--- config.mk ---
export PLATFORM = sky130hd
export DESIGN_NAME = hte_pack
export DESIGN_NICKNAME = d
export VERILOG_FILES = /design/src/hte_pkg.sv /design/src/hte_pack.sv
export SDC_FILE = /design/constraint.sdc
export NUM_CORES = 1
export LEC_CHECK = 0
export BUFFER_PORTS_ARGS = -buffer_cell sky130_fd_sc_hd__buf_2
export CAP_MARGIN = 20
export CORE_MARGIN = 2
export CORE_UTILIZATION = 45
export DETAILED_ROUTE_END_ITERATION = 10
export PLACE_DENSITY = 0.74
export SLEW_MARGIN = 20
export SYNTH_ARGS = -nofsm -noshare
export SYNTH_HDL_FRONTEND = slang
export SYNTH_SLANG_ARGS = --single-unit
--- constraint.sdc ---
create_clock -name i_clk -period 2.7 [get_ports i_clk]
set_input_delay 0.27 -clock i_clk [delete_from_list [all_inputs] [get_ports i_clk]]
set_output_delay 0.27 -clock i_clk [all_outputs]
set_load 0.1 [all_outputs]
--- src/hte_pkg.sv ---
// ----------------------------------------------------------------------------
// hte_pkg
// Types and constants shared by the static Huffman table encoder.
// ----------------------------------------------------------------------------
package hte_pkg;

    localparam int unsigned SYM_W     = 8;
    localparam int unsigned CODE_W    = 32;
    localparam int unsigned LEN_W     = 6;
    localparam int unsigned BYTE_W    = 8;
    localparam int unsigned PEND_W    = 7;
    localparam int unsigned PCNT_W    = 3;
    localparam int unsigned MAX_BYTES = 4;
    localparam int unsigned BCNT_W    = 3;
    localparam int unsigned ACC_W     = CODE_W + PEND_W;
    localparam int unsigned TOTAL_W   = 6;
    localparam int unsigned DEPTH     = 256;

    typedef enum logic [1:0] {
        KIND_LOAD   = 2'd0,
        KIND_ENCODE = 2'd1,
        KIND_FLUSH  = 2'd2
    } t_kind;

    typedef struct packed {
        logic [1:0]        kind;
        logic [SYM_W-1:0]  symbol;
        logic [CODE_W-1:0] code_word;
        logic [LEN_W-1:0]  code_length;
    } t_in_item;

    typedef struct packed {
        logic [BYTE_W-1:0] out_byte;
        logic              last_of_run;
    } t_out_item;

    // bytes produced by one item, lowest byte first
    typedef struct packed {
        logic [CODE_W-1:0] bytes;
        logic [BCNT_W-1:0] count;
    } t_pack_res;

endpackage

--- src/hte_pack.sv ---
// ----------------------------------------------------------------------------
// hte_pack
// Bit packer: merges a code with the pending partial byte, splits off the
// full bytes and keeps the leftover bits.
// ----------------------------------------------------------------------------
module hte_pack
    import hte_pkg::*;
(
    input  logic              i_clk,
    input  logic              i_rst_n,
    input  t_kind             i_kind,
    input  logic [CODE_W-1:0] i_code,
    input  logic [LEN_W-1:0]  i_len,
    input  logic              i_adv,
    output t_pack_res         o_res
);

    logic [PEND_W-1:0]  r_pbits, n_pbits;
    logic [PCNT_W-1:0]  r_pcnt, n_pcnt;
    logic [CODE_W-1:0]  code_m;
    logic [ACC_W-1:0]   acc;
    logic [ACC_W-1:0]   acc_rem;
    logic [TOTAL_W-1:0] total;
    logic [BCNT_W-1:0]  nbytes;

    // lengths never exceed CODE_W, so a shift by CODE_W keeps every bit
    assign code_m  = i_code & ~({CODE_W{1'b1}} << i_len);
    assign acc     = {{CODE_W{1'b0}}, r_pbits}
                   | ({{PEND_W{1'b0}}, code_m} << r_pcnt);
    assign total   = TOTAL_W'(r_pcnt) + TOTAL_W'(i_len);
    assign nbytes  = total[TOTAL_W-1:3];
    assign acc_rem = acc >> {nbytes, 3'b000};

    always_comb begin
        o_res   = '0;
        n_pbits = r_pbits;
        n_pcnt  = r_pcnt;
        case (i_kind)
            KIND_ENCODE: begin
                o_res.bytes = acc[CODE_W-1:0];
                o_res.count = nbytes;
                n_pbits     = acc_rem[PEND_W-1:0];
                n_pcnt      = total[PCNT_W-1:0];
            end
            KIND_FLUSH: begin
                o_res.bytes = {{(CODE_W-PEND_W){1'b0}}, r_pbits};
                o_res.count = (r_pcnt != '0) ? BCNT_W'(1) : '0;
                n_pbits     = '0;
                n_pcnt      = '0;
            end
            default: begin
                o_res = '0;
            end
        endcase
    end

    always_ff @(posedge i_clk) begin
        if (!i_rst_n) begin
            r_pbits <= '0;
            r_pcnt  <= '0;
        end else if (i_adv) begin
            r_pbits <= n_pbits;
            r_pcnt  <= n_pcnt;
        end
    end

endmodule

==> impl.org <==
** Yosys
- For this run, the leading register cell type out of synthesis is dfxtp_1.
- In this run, synthesis inferred 0 flip-flops with an integrated enable.
- Yosys Warn Count :: 0
- The netlist uses 71 different library cells.
- Synthesis produced a netlist with a net count of 525.
- Flip-flop and latch count after synthesis :: 10
- Total standard cell area after synthesis :: 3259 um2
- Part of the Yosys area used for sequential elements :: 0.06142
- Avg Cell Area, Syn :: 6.847 um2
- Synth Instances :: 476
- Counting flops with an async set or reset pin after synthesis yields a share of 0.

** Clock tree
- In this run, CTS created clock tree buffers numbering 3.
- CTS placed an instance of clkbuf_8 at the clock tree root.
- Maximum clock path buffer count :: 2
- CTS built an H-tree with a depth of 1.
- Clock-pin slew was measured on the worst setup and hold paths at 50 ps.
- For this design, the sink count on the clock tree is 10.
- TritonCTS clock tree :: yes
- For this design, the CTS-stage hold fixing added 0 buffers.
- The later pin in the worst-skew pair is clocked with a latency of 230 ps.

** Power
- Static leakage :: 0.001884 uW
- Dividing total power by cell area gives a power density of 292.7 nW/um2.
- Worst supply voltage drop on vdd :: 329.1 uV

** Floorplan
- 78 I/O pins were placed.
- Area of the core region :: 7137 um2
- The die covers 7940 um2.
- Measured along the x axis, the die boundary spans 89.11 um.
- The initialized floorplan defines 31 standard-cell rows.
- Effective utilization at floorplan :: 0.4567
- Measured along the y axis, the die boundary spans 89.11 um.

** STA
- Derived from the worst setup path, the maximum achievable clock frequency is 379.5 MHz.
- Final number of hold-violating endpoints :: 0
- Setup violations remaining at the end of the flow were counted as 0.
- Clock tree skew after final layout :: 2.831 ps
- The worst path in the final design needs a cycle of 2635 ps, including I/O delays and setup.
- The max-slew violation total from the final report was 0.
- Slew @ Worst Pin :: 617.9 ps
- Ratio of final minimum period to clock period :: 0.9758
- In the post-route analysis, the smallest setup slack over all paths is 65.25 ps.
- In this run the tightest slew margin relative to its limit is 0.5853.

** Route
- For this run, design rule violations remaining after detail routing come to 0.
- The first routing iteration left 573 violations.
- Routed vias :: 4610
- After detailed routing, the average wire length per cell comes to 21.54 um.
- Wirelength, routed :: 14470 um
- Before antenna repair, the detailed router went through 5 iterations.
- Average vias per placed instance :: 6.860
- Remaining antenna violation count after routing :: 0

** Finish
- Utilization of the core after routing :: 0.6760
- Number of non-filler instances in the completed layout :: 672
- Commonest cells after routing, fill and taps aside :: 61 x buf_4, 49 x buf_2, 43 x nor2_1
- Compared with the post-synthesis result, the final layout area differs by 48.02%.
- Total of fill cells in the finished design :: 658
- The repair_antennas step left the layout with diodes totalling 0.
- Share of final-layout standard cells stronger than drive strength 1 :: 0.3717
- The final layout contains 624 nets.
- Most common cell after layout, fill and taps aside :: buf_4

** Worst hold path
- Class of the worst hold path :: primary input to register

** GRT
- Global routing finished with a remaining overflow of 0.
- The number of antenna violations at the first check in global routing is 0.
- Largest net degree at the start of global routing :: 51
- Via count of the first global-routing pass :: 4162
- All-Layer GR Usage :: 0.3511
- The first global-routing pass estimated 21700 um of wire.

** Placed design
- Routability-driven placement finished with a final weighted congestion of 1.007.
- Placed wire-length estimate after detailed placement :: 10920 um
- Quantity of I/O buffers inserted on ports :: 77
- At the placement stage, the worst setup path has a slack of 75.79 ps.
- Counting tap cells, the placed design contains a total of 661 instances.

** Setup path
- Library cell contributing the largest single delay on the critical path :: fa_1
- Together, buffers and inverters on the worst path number 1.
- The cell family contributing the most delay on the critical path is compound AO/OA/AOI/OAI gates.
- Cells traversed along the worst timing path :: ha_1 -> fa_1 -> a21o_1 -> a22o_1 -> buf_4 -> a211o_1 -> a211oi_1 -> o41ai_1
- Maximum fanout encountered on the critical timing path :: 10
- The critical path is of the register to register type.
- Worst setup SP type :: register
- The worst setup path is captured at a register.
- Data on the critical path is required at its endpoint by 2800 ps.
- At the worst endpoint, the arrival time is 2740 ps.
- In this design, the stage delay of the slowest critical-path cell is 460 ps.

** Job
- Max-capacitance violation count :: 0

** Outcome
- The flow ran to the end, and the final reports show no timing, DRC or antenna violations.
[report_power, final]
part | internal (uW) | switching, uW | leakage (uW)
clock network | 97.9 | 60.6 | 0.0000216
logic | 406 | 679 | 0.00178
registers | 155 | 13.2 | 0.0000828
[what timing repair did]
action / in CTS / in global routing
setup endpoints to repair: 1 / 18
buffers inserted: 0 / 7
gates resized for setup: 1 / 15
pin swaps: 0 / 0
gates cloned: 0 / 1
[cell type report]
type	count	area (um2)	share of cell area
multi-input combinational	406	3028	0.6276
timing repair buffer	144	1380	0.2860
clock buffer	3	41.29	0.008558
tap	99	123.9	0.02567
inverter	10	45.04	0.009336
sequential	10	206.4	0.04279
[layer usage]
metal  track usage  routed length (um)
met1        0.4791                5792
met2        0.5677                6611
met3       0.04063                1384
met4        0.1330                 685
met5             0                   0
[through the flow]
stage / cell area, um2 / TNS, ps / hold slack, ps / power, uW
after floorplan: 3470 / -218.4 / 473.1 / 843.9
after global placement: 4657 / 0 / 539.4 / 1192
after detailed placement: 4657 / 0 / 535.9 / 1201
after CTS: 4701 / 0 / 374.3 / 1360
after global routing: 4825 / -15.00 / 379.8 / 1469
final: 4825 / 0 / 386.4 / 1412
[worst reg2reg max path, stage by stage (launching register included)]
cell	delay [ps]
dfxtp_4	400
ha_1	230
fa_1	460
a21o_1	210
a22o_1	320
buf_4	220
a211o_1	280
a211oi_1	270
o41ai_1	120
[Yosys cell counts (3+ instances only)]
library cell / instances / area, um2
nor2_1: 55 / 206.5
nand2_1: 42 / 157.7
a211oi_1: 27 / 202.7
a21oi_1: 25 / 125.1
o21ai_0: 22 / 110.1
clkbuf_1: 20 / 75.07
mux2i_1: 19 / 190.2
buf_2: 18 / 90.09
nor3_1: 17 / 85.08
and2_1: 11 / 68.82
o31ai_1: 11 / 82.58
dfxtp_1: 10 / 200.2
nand3_1: 10 / 50.05
mux2_2: 9 / 101.4
o41ai_1: 9 / 78.83
buf_1: 8 / 30.03
inv_1: 8 / 30.03
o211ai_1: 8 / 60.06
a31oi_1: 6 / 37.54
mux4_2: 6 / 135.1
nor2b_1: 6 / 37.54
nor4_1: 6 / 37.54
a211o_1: 5 / 43.79
a311oi_1: 5 / 43.79
and3_1: 5 / 31.28
ha_1: 5 / 62.56
nand2b_1: 5 / 31.28
o22ai_1: 5 / 31.28
or2_2: 5 / 31.28
a2111oi_0: 4 / 35.03
a32o_1: 4 / 40.04
a32oi_1: 4 / 35.03
nor3b_1: 4 / 30.03
o211a_1: 4 / 40.04
o311a_1: 4 / 40.04
a21o_1: 3 / 22.52
a2bb2oi_1: 3 / 26.28
nand4_1: 3 / 18.77
o2111ai_1: 3 / 26.28
o21ai_1: 3 / 15.01
o221ai_1: 3 / 26.28
or3_1: 3 / 18.77
[registers in the layout, indices dropped and copies added (netlist names)]
name / flops
r_pbits: 7
r_pcnt: 3
[kinds of logic (layout without fill, tap and decap cells)]
| logic type | Yosys count | after routing | share of synthesized area |
|---|---|---|---|
| compound gates | 187 | 187 | 0.4338 |
| simple gates | 176 | 176 | 0.2576 |
| buf+inv | 60 | 157 | 0.08291 |
| mux | 34 | 34 | 0.1309 |
| flops | 10 | 10 | 0.06142 |
| fa+ha+maj | 6 | 6 | 0.02534 |
| xor+xnor | 3 | 3 | 0.008063 |
[final timing paths]
check,to,cells past startpoint,from,slack (ps)
min,r_pbits[4],2,i_rst_n,390
max reg2reg,r_pbits[2],8,r_pcnt[0],70
max,r_pbits[2],8,r_pcnt[0],70
min reg2reg,r_pbits[2],2,r_pbits[2],580
No activity file was read; power rests on OpenSTA's default activity.
