--- config.mk ---
export PLATFORM = sky130hd
export DESIGN_NAME = hte_outbuf
export DESIGN_NICKNAME = d
export VERILOG_FILES = /design/src/hte_pkg.sv /design/src/hte_outbuf.sv
export SDC_FILE = /design/constraint.sdc
export NUM_CORES = 1
export LEC_CHECK = 0
export BUFFER_PORTS_ARGS = -buffer_cell sky130_fd_sc_hd__buf_4
export CAP_MARGIN = 0
export CORE_MARGIN = 3
export CORE_UTILIZATION = 35
export DETAILED_ROUTE_END_ITERATION = 8
export PLACE_DENSITY = 0.65
export REMOVE_ABC_BUFFERS = 1
export SLEW_MARGIN = 15
export SYNTH_ARGS = -nofsm -noshare
export SYNTH_HDL_FRONTEND = slang
export SYNTH_SLANG_ARGS = --single-unit
--- constraint.sdc ---
create_clock -name i_clk -period 2.25 [get_ports i_clk]
set_clock_uncertainty 0.15 [all_clocks]
set_input_delay 0.3375 -clock i_clk [delete_from_list [all_inputs] [get_ports i_clk]]
set_output_delay 0.3375 -clock i_clk [all_outputs]
set_load 0.01 [all_outputs]
--- src/hte_pkg.sv ---
// ----------------------------------------------------------------------------
// hte_pkg
// Types and constants shared by the static Huffman table encoder.
// ----------------------------------------------------------------------------
package hte_pkg;

    localparam int unsigned SYM_W     = 8;
    localparam int unsigned CODE_W    = 32;
    localparam int unsigned LEN_W     = 6;
    localparam int unsigned BYTE_W    = 8;
    localparam int unsigned PEND_W    = 7;
    localparam int unsigned PCNT_W    = 3;
    localparam int unsigned MAX_BYTES = 4;
    localparam int unsigned BCNT_W    = 3;
    localparam int unsigned ACC_W     = CODE_W + PEND_W;
    localparam int unsigned TOTAL_W   = 6;
    localparam int unsigned DEPTH     = 256;

    typedef enum logic [1:0] {
        KIND_LOAD   = 2'd0,
        KIND_ENCODE = 2'd1,
        KIND_FLUSH  = 2'd2
    } t_kind;

    typedef struct packed {
        logic [1:0]        kind;
        logic [SYM_W-1:0]  symbol;
        logic [CODE_W-1:0] code_word;
        logic [LEN_W-1:0]  code_length;
    } t_in_item;

    typedef struct packed {
        logic [BYTE_W-1:0] out_byte;
        logic              last_of_run;
    } t_out_item;

    // bytes produced by one item, lowest byte first
    typedef struct packed {
        logic [CODE_W-1:0] bytes;
        logic [BCNT_W-1:0] count;
    } t_pack_res;

endpackage

--- src/hte_outbuf.sv ---
// ----------------------------------------------------------------------------
// hte_outbuf
// Output register: holds the bytes of one item and sends one per beat.
// ----------------------------------------------------------------------------
module hte_outbuf
    import hte_pkg::*;
(
    input  logic      i_clk,
    input  logic      i_rst_n,
    input  logic      i_load,
    input  t_pack_res i_res,
    input  logic      i_ready,
    output logic      o_valid,
    output t_out_item o_data,
    output logic      o_free
);

    logic [CODE_W-1:0] r_data, n_data;
    logic [BCNT_W-1:0] r_cnt, n_cnt;
    logic              pop;

    assign o_valid = (r_cnt != '0);
    assign pop     = o_valid && i_ready;
    // free when empty or the final byte leaves this cycle
    assign o_free  = (r_cnt == '0) || (r_cnt == BCNT_W'(1) && i_ready);

    assign o_data.out_byte    = r_data[BYTE_W-1:0];
    assign o_data.last_of_run = (r_cnt == BCNT_W'(1));

    always_comb begin
        n_data = r_data;
        n_cnt  = r_cnt;
        if (i_load) begin
            n_data = i_res.bytes;
            n_cnt  = i_res.count;
        end else if (pop) begin
            n_data = r_data >> BYTE_W;
            n_cnt  = r_cnt - BCNT_W'(1);
        end
    end

    always_ff @(posedge i_clk) begin
        r_data <= n_data;
    end

    always_ff @(posedge i_clk) begin
        if (!i_rst_n) begin
            r_cnt <= '0;
        end else begin
            r_cnt <= n_cnt;
        end
    end

endmodule

==> metrics.cfg, run 1 <==
[setup_path]
critPathKind = flop to primary output
crit_path_max_fanout = 3
r2r_slack_ps = 560
crit_top_cell = nand2_1
slowest_delay_ps = 330
crit_slowest_cell = dfxtp_1
start_kind = flop
crit_path_end_kind = primary output
cp.required_ps = 1760
arrival_ps = 1300
crit_chain = inv_1, ha_1, and2b_2, nand2_1, nand2_1, buf_4

[cells_and_area]
syn_to_final_growth_pct = 26.8
drive_above_1_share_pct = 55.6
layout_commonest_cell = buf_4
final_cell_mix = buf_4, edfxtp_1, mux2_2
final_cell_area_mm2 = 0.00206
regArea_mm2 = 0.00102
multiInputGateArea_um2 = 487
final_nets = 192
nFillCells = 402
antennaDiodeCount = 0

[sta]
setup_viol = 0
worst_slack_ps = 466
finalHoldViolCount = 0
min_period_over_period_pct = 79.3
rsz0062_at_grt = no
maxSlewViolCount = 0
slew_headroom_pct = 72.7
max_freq_mhz = 560
min_period_ps = 1780
tns_ps = 0
tightestPinTransition_ps = 409

[floorplanning]
die_x_um = 74.1
core_mm2 = 0.00441
die_area_mm2 = 0.00549
initial_core_util_pct = 36.7
io_pins = 50
die_h_um = 74.1
rows = 24

[clock_network]
cts_setup_buffers = 0
path_clk_slew_ps = 60
htree_levels = 2
cts_made_buffers = 5
cts-root-buf = clkbuf_8
cts_resized = 0
cts_hold_buf = 0
insertion_delay_ps = 280
clockBufferDepth = 2
numClockSinks = 35
tritoncts = built

[place]
hpwlAfterDp_mm = 1.87
dpl-instance-area_mm2 = 0.00198
gp_congestion = 0.696
place_ws_ps = 553
port_buffers = 49

[logic_synthesis]
synthTopCellsByArea = edfxtp_1, mux2_2, dfxtp_1
yosys.area.top_type = edfxtp_1
yosys_warnings = 0
synth.distinct_cells = 21
synth_cells = 105
ys_ff_latch = 35
yosysTopAreaCellShare_pct = 59.3
syn_avg_cell_area_um2 = 15.4
mappedNetlistArea_mm2 = 0.00162
seq_area_frac_synth_pct = 63.0

[detailed_routing]
ant_nets = 0
drt_wl_total_mm = 2.68
drtPass1Iterations = 4
wl_per_cell_um = 13.2
viasPerCell = 4.72
drc = 0
vias = 959
drtIter0Drc = 52

[grt]
grt_pass1_wl_mm = 4.08
grt_overflow = 0
grt_pass1_vias = 959
grt_start_max_net_pins = 37
grt_antenna_before_repair = 0
grtUsageTotal_pct = 10.5

[flow_run]
drv_cap = 0

[power]
power_density_mw_per_mm2 = 711
vdd_ir_drop_max_mv = 0.268
p_leak_nw = 0.853

[outcome]
outcome = finished, final reports clean

[worst_hold_path]
hp-class = input pin to flop

[stage by stage]
stage	hold WS [ps]	cells	power (mW)	utilization, %
3_5_place_dp	385	195	1.06	44.8
5_1_grt	149	203	1.53	46.6
3_3_place_gp	376	195	1.05	44.8
2_1_floorplan	286	93	0.936	-
6_report	141	203	1.46	46.6
4_1_cts	134	203	1.48	46.6
[power by group]
| group | internal, mW | switching (mW) |
|---|---|---|
| registers | 0.796 | 0.0186 |
| logic | 0.135 | 0.0936 |
| clock network | 0.219 | 0.200 |
| total | 1.15 | 0.313 |
[state kept, by name, indices dropped and copies added (netlist names)]
signal	cells
r_data	32
r_cnt	3
[final timing paths]
kind,from,endpoint,cells past startpoint
worst min register to register,r_data[19],r_data[11],1
worst max-delay path,r_cnt[1],o_free,6
worst max register to register,r_cnt[0],r_data[19],6
worst min-delay path,i_res[1],r_cnt[1],3
[cells in the mapped netlist (all sizes together)]
| cell type | n |
|---|---|
| and3 | 1 |
| dfxtp | 3 |
| edfxtp | 32 |
| buf | 12 |
| and2b | 1 |
| and4 | 1 |
| nand2 | 5 |
| nand2b | 1 |
| and2 | 8 |
| inv | 4 |
| o21ai | 2 |
| nand3 | 1 |
| a21oi | 2 |
| o41ai | 1 |
| nor2 | 2 |
| mux2 | 24 |
| a211oi | 1 |
| mux2i | 1 |
| ha | 3 |
[cells by family after synthesis]
family	share of synthesized area (%)
DFF	63.0
muxes	17.3
and+or+nand+nor	7.41
buffers and inverters	7.02
AOI/OAI and AO/OA	3.01
adders and majority gates	2.32
[per-layer routing]
layer | vias up | wire [µm] | GRT usage, %
met1 | 451 | 969 | 9.87
met4 | 0 | 97 | 8.45
met3 | 7 | 287 | 3.65
met5 | - | 0 | 0
li1 | 459 | - | -
met2 | 42 | 1320 | 18.2
[worst max-delay path: cells and delay by family, from the launching register on]
family / cells / cell delay [ps]
adder cells (fa/ha/maj): 1 / 170
flip-flops: 1 / 330
buffers and inverters: 2 / 210
AND/OR/NAND/NOR: 3 / 310
[final cells by class]
cell class,count,share of cell area (%)
inverters,4,0.730
well taps,52,3.16
multi-input cells,54,23.7
clock buffers,8,3.90
flip-flops and latches,35,49.7
repair buffers,50,18.9
No activity file was read; power rests on OpenSTA's default activity.
==> inputs of run 2 (changes only) <==
Clock period 2.25 ns to 1.78 ns, I/O delays scaled along.
==> run 2 against run 1 <==
  * Global-route usage is 0.12 points lower
  * Combinational power grew 29%
  * Design area grew 0.85%
  * Setup slack lost 380 ps
  * Register-to-register slack lost 460 ps
  * Routed wire length grew 1.9%
  * Core utilization up 0.40 points
  * Critical path depth shrank 1
  * Critical path type unchanged
==> metrics.cfg, run 2 (same netlist as run 1, synthesis figures left out) <==
[sta]
setup_viol = 0  ; unchanged
finalHoldViolCount = 0  ; unchanged
hold_slack_ps = 64.3  ; -76.4 ps
worst_slack_ps = 89.5  ; -376 ps
rsz0062_at_grt = no
tightestPinTransition_ps = 284  ; -125 ps
tns_ps = 0  ; unchanged
maxSlewViolCount = 0  ; unchanged
slew_headroom_pct = 81.0  ; +8.3 points
max_freq_mhz = 592
min_period_over_period_pct = 95.0
min_period_ps = 1690

[setup_path]
start_kind = flop
critPathKind = flop to primary output
crit_slowest_cell = dfxtp_1
crit_chain = inv_1, ha_1, nand2b_4, nand2_1, buf_4
crit_buf_inv = 2  ; unchanged
cp_top_family = flip-flops
arrival_ps = 1270  ; -30 ps
crit_path_max_fanout = 6  ; +3
slowest_delay_ps = 380  ; +50 ps
crit_path_end_kind = primary output
cp.required_ps = 1360  ; -400 ps

[cells_and_area]
multiInputGateArea_um2 = 487  ; unchanged
nFillCells = 409  ; +1.7%
antennaDiodeCount = 0  ; unchanged
final_cell_mix = buf_4, edfxtp_1, mux2_2
final_nets = 194  ; +1.0%
top_regs = r_data (32), r_cnt (3)
syn_to_final_growth_pct = 27.9
regMostFlops = r_data
final_cell_area_mm2 = 0.00207  ; +0.85%
layout_commonest_cell = buf_4
drive_above_1_share_pct = 58.2  ; +2.5 points
regArea_mm2 = 0.00102  ; +0.12%
largest_reg_flops = 32  ; unchanged
utilization_pct = 47.0  ; +0.40 points
stdcell_count = 205  ; +0.99%

[floorplanning]
die_h_um = 74.1  ; unchanged
initial_core_util_pct = 36.7  ; unchanged
core_mm2 = 0.00441  ; unchanged
die_x_um = 74.1  ; unchanged
die_area_mm2 = 0.00549  ; unchanged
io_pins = 50  ; unchanged
rows = 24  ; unchanged

[detailed_routing]
vias = 965  ; +0.63%
drtIter0Drc = 69  ; +33%
viasPerCell = 4.71  ; -0.36%
drc = 0  ; unchanged
drtPass1Iterations = 4  ; unchanged
drt_wl_total_mm = 2.73  ; +1.9%
wl_per_cell_um = 13.3  ; +0.91%
ant_nets = 0  ; unchanged

[power]
p_leak_nw = 0.865  ; +1.5%
power_density_mw_per_mm2 = 899  ; +26%
power_mw = 1.86  ; +27%
vdd_ir_drop_max_mv = 0.372  ; +39%

[grt]
grtUsageTotal_pct = 10.3  ; -0.12 points
grt_overflow = 0  ; unchanged
grt_start_max_net_pins = 33  ; -11%
grt_pass1_vias = 947  ; -1.3%
grt_antenna_before_repair = 0  ; unchanged
grt_pass1_wl_mm = 4.15  ; +1.5%

[place]
gp_congestion = 0.733  ; +5.3%
port_buffers = 49  ; unchanged
dpl.cell_count = 197  ; +1.0%
place_ws_ps = 105  ; -448 ps
dpl-instance-area_mm2 = 0.00199  ; +0.76%

[clock_network]
htree_levels = 2  ; unchanged
cts_hold_buf = 0  ; unchanged
tritoncts = built
path_clk_slew_ps = 70  ; about the same
insertion_delay_ps = 280  ; about the same
clockBufferDepth = 2  ; unchanged
cts_made_buffers = 5  ; unchanged
numClockSinks = 35  ; unchanged
cts-root-buf = clkbuf_8

[flow_run]
drv_cap = 0  ; unchanged

[outcome]
outcome = finished, final reports clean

[worst_hold_path]
hp-class = input pin to flop

## run 2: cell types whose count changed in the layout (fill, tap and decap cells not counted), sizes merged
cell / before / now
clkbuf: 8 / 7
buf: 50 / 52
clkinv: 0 / 1
## run 2: where the power goes
| part | internal, mW | switching [mW] |
|---|---|---|
| Combinational | 0.174 | 0.121 |
| Sequential | 1.01 | 0.0239 |
| Clock | 0.274 | 0.264 |
| Total | 1.45 | 0.409 |
## run 2: final timing paths
| check | slack, ps | endpoint | cells past startpoint | from |
|---|---|---|---|---|
| max | 90 | o_free | 5 | r_cnt[0] |
| min | 60 | r_cnt[1] | 3 | i_res[1] |
| max reg2reg | 100 | r_data[23] | 6 | r_cnt[0] |
| min reg2reg | 400 | r_data[11] | 1 | r_data[19] |
## run 2: worst min-delay path, stage by stage
cell,delay [ps]
buf_4,80
nand3_1,70
o41ai_2,50
## run 2: layout make-up
cell class | count | share of cell area, %
sequential | 35 | 49.3
multi-input combinational | 54 | 23.5
tap | 52 | 3.14
clock buffer | 7 | 3.68
clock inverter | 1 | 0.241
timing repair buffer | 52 | 19.4
inverter | 4 | 0.724
## run 2: metal layers
metal	track usage, %	routed length, µm	up-vias
met4	4.83	40	0
met5	0	0	-
li1	-	-	467
met2	16.3	1340	45
met1	11.6	1010	448
met3	5.41	336	5
## run 2: what timing repair did
| action | 4_1_cts | 5_1_grt |
|---|---|---|
| buffers inserted | 0 | 0 |
| resized for setup | 0 | 2 |
| setup endpoints to repair | 0 | 1 |
